[config.mk]
export PLATFORM = sky130hd
export DESIGN_NAME = pid_antiwindup_controller_core
export DESIGN_NICKNAME = d
export VERILOG_FILES = /design/src/hdl/pidaw_pkg.sv /design/src/hdl/pid_antiwindup_controller_core.sv
export SDC_FILE = /design/constraint.sdc
export NUM_CORES = 2
export LEC_CHECK = 0
export BUFFER_PORTS_ARGS = -buffer_cell sky130_fd_sc_hd__buf_2
export CAP_MARGIN = 20
export CORE_ASPECT_RATIO = 2
export CORE_MARGIN = 2
export CORE_UTILIZATION = 60
export CTS_BUF_LIST = sky130_fd_sc_hd__clkbuf_4 sky130_fd_sc_hd__clkbuf_8 sky130_fd_sc_hd__clkbuf_16
export DETAILED_ROUTE_END_ITERATION = 16
export PLACE_DENSITY = 0.76
export REMOVE_ABC_BUFFERS = 1
export SYNTH_ARGS = -nofsm -noshare
export SYNTH_HDL_FRONTEND = slang
export SYNTH_SLANG_ARGS = --single-unit
[constraint.sdc]
create_clock -name clk_i -period 17.2 [get_ports clk_i]
set_input_delay 0.86 -clock clk_i [delete_from_list [all_inputs] [get_ports clk_i]]
set_output_delay 0.86 -clock clk_i [all_outputs]
set_load 0.02 [all_outputs]
[src/hdl/pidaw_pkg.sv]
package pidaw_pkg;

  // default sizes
  localparam int SAMPLE_WIDTH_DEF = 16;
  localparam int ACC_WIDTH_DEF    = 32;

  // fixed formats
  localparam int GAIN_W    = 16;  // Q8.8 gains
  localparam int CHUNK_W   = 16;  // slice of the wide operand per multiply step
  localparam int PROD_FRAC = 16;  // fraction bits of a gain * Q.8 product
  localparam int DUTY_W    = 7;
  localparam int DUTY_MAX  = 100;

  // register map
  localparam int REG_IDX_W = 3;
  localparam logic [REG_IDX_W-1:0] REG_ENABLE      = 3'd0;
  localparam logic [REG_IDX_W-1:0] REG_SETPOINT    = 3'd1;
  localparam logic [REG_IDX_W-1:0] REG_GAIN_PROP   = 3'd2;
  localparam logic [REG_IDX_W-1:0] REG_GAIN_INTEG  = 3'd3;
  localparam logic [REG_IDX_W-1:0] REG_GAIN_DERIV  = 3'd4;
  localparam logic [REG_IDX_W-1:0] REG_GAIN_WINDUP = 3'd5;

  // which gain/operand pair the shared multiplier works on
  localparam logic [1:0] OP_PROP   = 2'd0;
  localparam logic [1:0] OP_INTEG  = 2'd1;
  localparam logic [1:0] OP_DERIV  = 2'd2;
  localparam logic [1:0] OP_WINDUP = 2'd3;

endpackage

[src/hdl/pid_antiwindup_controller_core.sv]
// PID temperature loop with back-calculation anti-windup.
//
// Configuration: cfg_we_i/cfg_index_i/cfg_data_i write one register per cycle
// (0 enable, 1 setpoint, 2..5 gains P, I, D, windup); write only while idle.
// Input channel: one beat carries temperature_i and sample_valid_i. A beat with
// the loop disabled or the sample flagged invalid is taken and dropped in the
// same cycle, with no result and no state change.
// Output channel: one beat (duty_o, saturated_o) per used sample.
//
// All four products run through one 16 x 17 bit multiplier, one 16-bit slice
// of the operand per cycle, NCH = ceil((ACC_WIDTH+18)/16) slices per product.
// A used sample keeps in_stall_o high from acceptance until its result enters the
// output register; no new sample is taken while one is in progress.
// A result waiting under out_stall_i does not block the next sample; only
// the final write-back waits for the output register to free.
// Reset (rst_ni low, asynchronous) clears the configuration registers, the stored
// error and the integral, and leaves the output channel empty.
module pid_antiwindup_controller_core #(
  parameter int SAMPLE_WIDTH = pidaw_pkg::SAMPLE_WIDTH_DEF,
  parameter int ACC_WIDTH    = pidaw_pkg::ACC_WIDTH_DEF,
  localparam int CFG_W = (SAMPLE_WIDTH > pidaw_pkg::GAIN_W) ? SAMPLE_WIDTH : pidaw_pkg::GAIN_W
) (
  input  logic                                clk_i,
  input  logic                                rst_ni,
  input  logic                                cfg_we_i,
  input  logic [pidaw_pkg::REG_IDX_W-1:0]     cfg_index_i,
  input  logic [CFG_W-1:0]                    cfg_data_i,
  input  logic                                in_valid_i,
  output logic                                in_stall_o,
  input  logic signed [SAMPLE_WIDTH-1:0]      temperature_i,
  input  logic                                sample_valid_i,
  output logic                                out_valid_o,
  input  logic                                out_stall_i,
  output logic [pidaw_pkg::DUTY_W-1:0]        duty_o,
  output logic                                saturated_o
);

  localparam int SW    = SAMPLE_WIDTH;
  localparam int AW    = ACC_WIDTH;
  localparam int GW    = pidaw_pkg::GAIN_W;
  localparam int CH    = pidaw_pkg::CHUNK_W;
  localparam int FR    = pidaw_pkg::PROD_FRAC;
  localparam int DW    = pidaw_pkg::DUTY_W;
  localparam int ERR_W = SW + 1;
  localparam int DER_W = SW + 2;
  localparam int SUM_W = ((ERR_W > AW) ? ERR_W : AW) + 1;
  localparam int XW    = AW + GW + 2;             // windup operand after clamping
  localparam int NCH   = (XW + CH - 1) / CH;
  localparam int XEW   = NCH * CH;
  localparam int PW    = XEW + GW;                // product accumulator
  localparam int RW0   = ((AW + GW > SW + GW + 2) ? AW + GW : SW + GW + 2) + 2;
  localparam int RAW_W = RW0 + 1;                 // raw, and then clamp - raw
  localparam int TS_W  = XEW + 1;
  localparam int CW    = $clog2(NCH);
  localparam int MW    = GW + CH + 1;

  localparam logic [2:0] ST_IDLE  = 3'd0;
  localparam logic [2:0] ST_PREP  = 3'd1;
  localparam logic [2:0] ST_MUL   = 3'd2;
  localparam logic [2:0] ST_ACC   = 3'd3;
  localparam logic [2:0] ST_CLAMP = 3'd4;
  localparam logic [2:0] ST_DSAT  = 3'd5;
  localparam logic [2:0] ST_FIN   = 3'd6;

  localparam logic signed [SUM_W-1:0] IMAX_S = {{(SUM_W-AW+1){1'b0}}, {(AW-1){1'b1}}};
  localparam logic signed [SUM_W-1:0] IMIN_S = ~IMAX_S;
  localparam logic signed [TS_W-1:0]  TMAX_S = {{(TS_W-AW+1){1'b0}}, {(AW-1){1'b1}}};
  localparam logic signed [TS_W-1:0]  TMIN_S = ~TMAX_S;
  localparam logic signed [RAW_W-1:0] DMAX_S = {{(RAW_W-XW+1){1'b0}}, {(XW-1){1'b1}}};
  localparam logic signed [RAW_W-1:0] DMIN_S = ~DMAX_S;
  localparam logic signed [RAW_W-1:0] FULL_S = RAW_W'(pidaw_pkg::DUTY_MAX) <<< FR;
  localparam logic signed [RAW_W-1:0] HALF_S = RAW_W'(1) <<< (FR - 1);
  localparam logic [DW-1:0]           DUTY_FULL = DW'(pidaw_pkg::DUTY_MAX);

  // configuration
  logic                    enable_q;
  logic signed [SW-1:0]    setpoint_q;
  logic signed [GW-1:0]    kp_q, ki_q, kd_q, kw_q;

  // loop state
  logic signed [ERR_W-1:0] prev_err_q;
  logic signed [AW-1:0]    integ_q;

  // control
  logic [2:0]              st_q;
  logic [1:0]              op_q;
  logic [CW-1:0]           cnt_q;
  logic                    out_valid_q;

  // datapath
  logic signed [ERR_W-1:0] err_q;
  logic signed [AW-1:0]    erri_q;
  logic signed [DER_W-1:0] errd_q;
  logic signed [XEW-1:0]   x_q;
  logic signed [PW-1:0]    acc_q;
  logic signed [RAW_W-1:0] raw_q;
  logic [DW-1:0]           res_duty_q, out_duty_q;
  logic                    res_sat_q, out_sat_q;

  logic in_take, use_item, out_take, out_free, fin_done;
  assign in_take  = in_valid_i && !in_stall_o;
  assign use_item = in_take && enable_q && sample_valid_i;
  assign out_take = out_valid_q && !out_stall_i;
  assign out_free = !out_valid_q || !out_stall_i;
  assign fin_done = (st_q == ST_FIN) && out_free;

  assign in_stall_o  = (st_q != ST_IDLE);
  assign out_valid_o = out_valid_q;
  assign duty_o      = out_duty_q;
  assign saturated_o = out_sat_q;

  // shared multiplier: gain * one operand slice, Horner from the top slice down
  logic signed [GW-1:0] gain_sel;
  logic [CH-1:0]        slice;
  logic                 top_slice;
  logic signed [CH:0]   mul_op;
  logic signed [MW-1:0] mul;
  logic signed [PW-1:0] acc_base, acc_d;

  always_comb begin
    unique case (op_q)
      pidaw_pkg::OP_PROP:  gain_sel = kp_q;
      pidaw_pkg::OP_INTEG: gain_sel = ki_q;
      pidaw_pkg::OP_DERIV: gain_sel = kd_q;
      default:             gain_sel = kw_q;
    endcase
  end

  assign top_slice = (cnt_q == CW'(NCH - 1));
  assign slice     = x_q[cnt_q*CH +: CH];
  assign mul_op    = {top_slice & slice[CH-1], slice};
  assign mul       = gain_sel * mul_op;
  assign acc_base  = top_slice ? '0 : {acc_q[PW-CH-1:0], {CH{1'b0}}};
  assign acc_d     = acc_base + {{(PW-MW){mul[MW-1]}}, mul};

  // integral, saturated before use
  logic signed [SUM_W-1:0] isum;
  logic signed [AW-1:0]    erri_d;
  assign isum = {{(SUM_W-ERR_W){err_q[ERR_W-1]}}, err_q} +
                {{(SUM_W-AW){integ_q[AW-1]}}, integ_q};
  always_comb begin
    priority if (isum > IMAX_S) erri_d = IMAX_S[AW-1:0];
    else if (isum < IMIN_S)     erri_d = IMIN_S[AW-1:0];
    else                        erri_d = isum[AW-1:0];
  end

  // output shaping and anti-windup difference
  logic signed [RAW_W-1:0] scaled, clampv, diff;
  logic [DW-1:0]           duty_d;
  logic                    sat_d;
  assign scaled = raw_q + HALF_S;
  always_comb begin
    priority if (scaled < 0)  duty_d = '0;
    else if (scaled >= FULL_S) duty_d = DUTY_FULL;
    else                       duty_d = scaled[FR +: DW];
  end
  assign sat_d  = (raw_q < 0) || (raw_q > FULL_S);
  assign clampv = (raw_q < 0) ? '0 : ((raw_q > FULL_S) ? FULL_S : raw_q);
  assign diff   = clampv - raw_q;

  // a clamped difference past this range saturates the integral all the same
  logic signed [RAW_W-1:0] dsat;
  always_comb begin
    priority if (raw_q > DMAX_S) dsat = DMAX_S;
    else if (raw_q < DMIN_S)     dsat = DMIN_S;
    else                         dsat = raw_q;
  end

  // integral write-back: floor(kw * diff / 2^16) added, then saturated
  logic signed [TS_W-1:0] tsum;
  logic signed [AW-1:0]   integ_d;
  assign tsum = {acc_q[PW-1], acc_q[PW-1:FR]} +
                {{(TS_W-AW){erri_q[AW-1]}}, erri_q};
  always_comb begin
    priority if (tsum > TMAX_S) integ_d = TMAX_S[AW-1:0];
    else if (tsum < TMIN_S)     integ_d = TMIN_S[AW-1:0];
    else                        integ_d = tsum[AW-1:0];
  end

  // control, configuration and loop state
  always_ff @(posedge clk_i or negedge rst_ni) begin
    if (!rst_ni) begin
      enable_q    <= 1'b0;
      setpoint_q  <= '0;
      kp_q        <= '0;
      ki_q        <= '0;
      kd_q        <= '0;
      kw_q        <= '0;
      prev_err_q  <= '0;
      integ_q     <= '0;
      st_q        <= ST_IDLE;
      op_q        <= pidaw_pkg::OP_PROP;
      cnt_q       <= '0;
      out_valid_q <= 1'b0;
    end else begin
      if (cfg_we_i) begin
        unique case (cfg_index_i)
          pidaw_pkg::REG_ENABLE:      enable_q   <= cfg_data_i[0];
          pidaw_pkg::REG_SETPOINT:    setpoint_q <= cfg_data_i[SW-1:0];
          pidaw_pkg::REG_GAIN_PROP:   kp_q       <= cfg_data_i[GW-1:0];
          pidaw_pkg::REG_GAIN_INTEG:  ki_q       <= cfg_data_i[GW-1:0];
          pidaw_pkg::REG_GAIN_DERIV:  kd_q       <= cfg_data_i[GW-1:0];
          pidaw_pkg::REG_GAIN_WINDUP: kw_q       <= cfg_data_i[GW-1:0];
          default: ;
        endcase
      end

      // a new result may replace the one taken in the same cycle
      if (out_take || fin_done) out_valid_q <= fin_done;

      unique case (st_q)
        ST_IDLE: begin
          if (use_item) st_q <= ST_PREP;
        end
        ST_PREP: begin
          op_q  <= pidaw_pkg::OP_PROP;
          cnt_q <= CW'(NCH - 1);
          st_q  <= ST_MUL;
        end
        ST_MUL: begin
          if (cnt_q == '0) begin
            st_q <= (op_q == pidaw_pkg::OP_WINDUP) ? ST_FIN : ST_ACC;
          end else begin
            cnt_q <= cnt_q - CW'(1);
          end
        end
        ST_ACC: begin
          cnt_q <= CW'(NCH - 1);
          if (op_q == pidaw_pkg::OP_DERIV) begin
            st_q <= ST_CLAMP;
          end else begin
            op_q <= op_q + 2'd1;
            st_q <= ST_MUL;
          end
        end
        ST_CLAMP: st_q <= ST_DSAT;
        ST_DSAT: begin
          op_q  <= pidaw_pkg::OP_WINDUP;
          cnt_q <= CW'(NCH - 1);
          st_q  <= ST_MUL;
        end
        ST_FIN: begin
          if (out_free) begin
            prev_err_q  <= err_q;
            integ_q     <= integ_d;
            st_q        <= ST_IDLE;
          end
        end
        default: st_q <= ST_IDLE;
      endcase
    end
  end

  // datapath registers
  always_ff @(posedge clk_i) begin
    unique case (st_q)
      ST_IDLE: begin
        if (use_item) begin
          err_q <= {setpoint_q[SW-1], setpoint_q} - {temperature_i[SW-1], temperature_i};
        end
      end
      ST_PREP: begin
        erri_q <= erri_d;
        errd_q <= {err_q[ERR_W-1], err_q} - {prev_err_q[ERR_W-1], prev_err_q};
        x_q    <= {{(XEW-ERR_W){err_q[ERR_W-1]}}, err_q};
        raw_q  <= '0;
      end
      ST_MUL: acc_q <= acc_d;
      ST_ACC: begin
        raw_q <= raw_q + acc_q[RAW_W-1:0];
        if (op_q == pidaw_pkg::OP_PROP) begin
          x_q <= {{(XEW-AW){erri_q[AW-1]}}, erri_q};
        end else begin
          x_q <= {{(XEW-DER_W){errd_q[DER_W-1]}}, errd_q};
        end
      end
      ST_CLAMP: begin
        res_duty_q <= duty_d;
        res_sat_q  <= sat_d;
        raw_q      <= diff;
      end
      ST_DSAT: x_q <= {{(XEW-XW){dsat[XW-1]}}, dsat[XW-1:0]};
      ST_FIN: begin
        if (out_free) begin
          out_duty_q <= res_duty_q;
          out_sat_q  <= res_sat_q;
        end
      end
      default: ;
    endcase
  end

  // checks
  a_item_starts: assert property (@(posedge clk_i) disable iff (!rst_ni)
    use_item |=> (st_q == ST_PREP))
    else $error("used sample did not start the sequence");

  a_dropped_item: assert property (@(posedge clk_i) disable iff (!rst_ni)
    (in_take && !use_item) |=> (st_q == ST_IDLE))
    else $error("dropped sample left the block busy");

  a_result_from_fin: assert property (@(posedge clk_i) disable iff (!rst_ni)
    $rose(out_valid_q) |-> ($past(st_q) == ST_FIN))
    else $error("result appeared outside write-back");

  a_slice_range: assert property (@(posedge clk_i) disable iff (!rst_ni)
    (st_q == ST_MUL) |-> (cnt_q <= CW'(NCH - 1)))
    else $error("slice counter out of range");

  a_duty_range: assert property (@(posedge clk_i) disable iff (!rst_ni)
    out_valid_q |-> (out_duty_q <= DUTY_FULL))
    else $error("duty above full scale");

endmodule

==> impl_metrics.json <==
{
  "cts_sinks": 402,
  "finalCritPeriodShare": 0.706,
  "worst_slack_ps": 5060,
  "synth_flop_cell": "edfxtp_1",
  "grt_pass1_vias": 38868,
  "crit-reg2reg-launch": "op_q[1]$_DFFE_PN0P_",
  "grt_max_degree": 105,
  "regToRegEndpoint": "acc_q[72]$_DFFE_PP_",
  "period_needed_ps": 12140,
  "synth_seq_cells": 402,
  "r2r_cells": 43,
  "start_util": 0.606,
  "ctsRootBufferMaster": "clkbuf_16",
  "critPathKind": "reg -> reg",
  "drc": 0,
  "cap_violations": 0,
  "dp_slack_ps": 5250,
  "slowest_stage": "mux2i_1",
  "critical_path_required_ps": 17560,
  "outcome": "completed",
  "ios": 51,
  "worstMarginPinSlew_ps": 1110,
  "start_kind": "flip-flop",
  "synth_warnings": 0,
  "crit_fanout": 16,
  "drive_above_1_share": 0.0731,
  "routed_wl_um": 145000,
  "vias_per_cell": 6.48,
  "crit_top_cell": "fa_1",
  "fmax_ghz": 0.0824,
  "areaGrowthSynthToFinish_pct": 6.31,
  "grt_setup_unrepaired": "false",
  "synth_cell_type_count": 100,
  "detail-route-antenna-nets": 0,
  "wl_met3_um": 8230,
  "die_w_um": 194,
  "relSlewSlack": 0.252,
  "fin_skew_ps": 34.3,
  "grt.overflow.total": 0,
  "clk_latency_ps": 610,
  "clockBufferDepth": 3,
  "fp.dieH_um": 384,
  "nets": 5583,
  "antenna_found_initial": 2,
  "crit_path_max_incr_delay_ps": 750,
  "grt_usage": 0.388,
  "htree_levels": 2,
  "synth_area_per_cell_um2": 8.88,
  "wl_met1_um": 48000,
  "routed-via-count": 37844,
  "async_reset_ff_frac": 0.343,
  "cts_resized": 0,
  "synth_commonest_cells": "529 x inv_1, 450 x nor2_1, 382 x nand2_1",
  "synth-edff-count": 264,
  "ys_seq_area_frac": 0.262,
  "setup_tns_ps": 0,
  "final-max-slew-violation-count": 0,
  "synthCells": 4891,
  "synth_area_um2": 43400,
  "postCtsSetupRepairBufs": 0,
  "rrSetupSlack_ps": 5060,
  "met2_length_um": 73000,
  "die-area_um2": 74700,
  "first_iter_violations": 2590,
  "rows": 139,
  "core_area_um2": 71700,
  "cts_buffers": 40,
  "hpwl_um": 112000,
  "hold_class": "in -> async",
  "hold_buffers": 0,
  "highest_layer": "met5",
  "cp-end-kind": "flip-flop",
  "cp.arrival_ps": 12500,
  "synth.most_common_cell": "inv_1",
  "grt_pass1_wl_um": 220000,
  "wl_per_cell_um": 24.8,
  "place.gp.congestion": 1.06,
  "finalSetupViolCount": 0,
  "synth_top_area_frac": 0.183,
  "synth.area.top_cells": "edfxtp_1 18%, fa_1 13%, ha_1 11%",
  "cts_tree": "done",
  "hold_violations": 0,
  "path_clk_slew_ps": 70,
  "synth_top_area_cell": "edfxtp_1",
  "io_buffers": 50,
  "first_pass_iters": 9
}
cell usage in the layout (no fill, tap or decap), types with 49 or more instances in the layout:
master / count
nand4_1: 50
nor3_1: 65
mux2_2: 107
buf_2: 49
nand2_1: 380
nor2b_1: 105
ha_1: 364
edfxtp_1: 264
nor2_1: 447
o22ai_1: 73
xor2_1: 87
buf_4: 50
fa_1: 283
inv_1: 529
dfrtp_1: 138
o21ai_0: 309
a21o_1: 182
a21oi_1: 327
o21a_1: 53
xnor2_1: 203
nand3_1: 76
cells by family (layout without fill, tap and decap cells):
family / count (synthesis) / in the layout / synth area share
flip-flops: 402 / 402 / 0.262
AND/OR/NAND/NOR: 1361 / 1361 / 0.147
multiplexers: 141 / 141 / 0.0356
adder cells (fa/ha/maj): 654 / 654 / 0.237
AO/OA/AOI/OAI: 1340 / 1340 / 0.199
other: 1 / 28 / 0.0000864
XOR/XNOR: 290 / 290 / 0.0585
buffers and inverters: 702 / 710 / 0.0612
registers in the layout, indices dropped and copies added (netlist names), 3 cells and up:
register,flops
res_duty_q,7
setpoint_q,16
kp_q,16
err_q,17
raw_q,51
integ_q,32
ki_q,16
kw_q,16
errd_q,18
kd_q,16
x_q,50
acc_q,80
erri_q,32
st_q,3
prev_err_q,17
duty_o,7
how the worst max path moves through the flow:
stage                                to            startpoint
finish              acc_q[72]$_DFFE_PP_   op_q[1]$_DFFE_PN0P_
global route        acc_q[75]$_DFFE_PP_   op_q[0]$_DFFE_PN0P_
CTS                 acc_q[75]$_DFFE_PP_   op_q[0]$_DFFE_PN0P_
detailed placement  acc_q[75]$_DFFE_PP_   op_q[0]$_DFFE_PN0P_
global placement    acc_q[72]$_DFFE_PP_  cnt_q[0]$_DFFE_PN0P_
floorplan           acc_q[75]$_DFFE_PP_  cnt_q[0]$_DFFE_PN0P_
routing by layer:
layer  global-route usage  up-vias
li1                     -    17193
met1                0.396    18383
met2                0.692     1597
met3               0.0480      669
met4                0.351        2
met5                    0        -
worst max-delay path: cells and delay by family (launching register included):
family,cells,cell delay (ps)
simple gates,6,1150
mux,1,750
compound gates,21,4640
xor+xnor,1,90
buf+inv,5,330
flops,1,410
fa+ha+maj,9,4570
area by class of cell:
class | count | area [um2]
Fill cell | 6171 | 25500
Inverter | 531 | 1990
Sequential cell | 402 | 11400
Antenna cell | 1 | 2.50
Tap cell | 916 | 1150
Clock buffer | 53 | 1150
Timing Repair Buffer | 105 | 706
Clock inverter | 21 | 234
Multi-Input combinational cell | 3813 | 29600
through the flow:
stage	std cells	hold WS (ps)	util	area [um2]
after floorplan	4746	400	-	42900
after global placement	5763	406	0.624	44700
after detailed placement	5764	406	0.624	44700
after CTS	5838	217	0.644	46100
after global routing	5841	256	0.644	46200
final	5842	215	0.644	46200
Power is not shown: default switching activity piles up to over one toggle a cycle in this logic, so the estimate is an artifact.
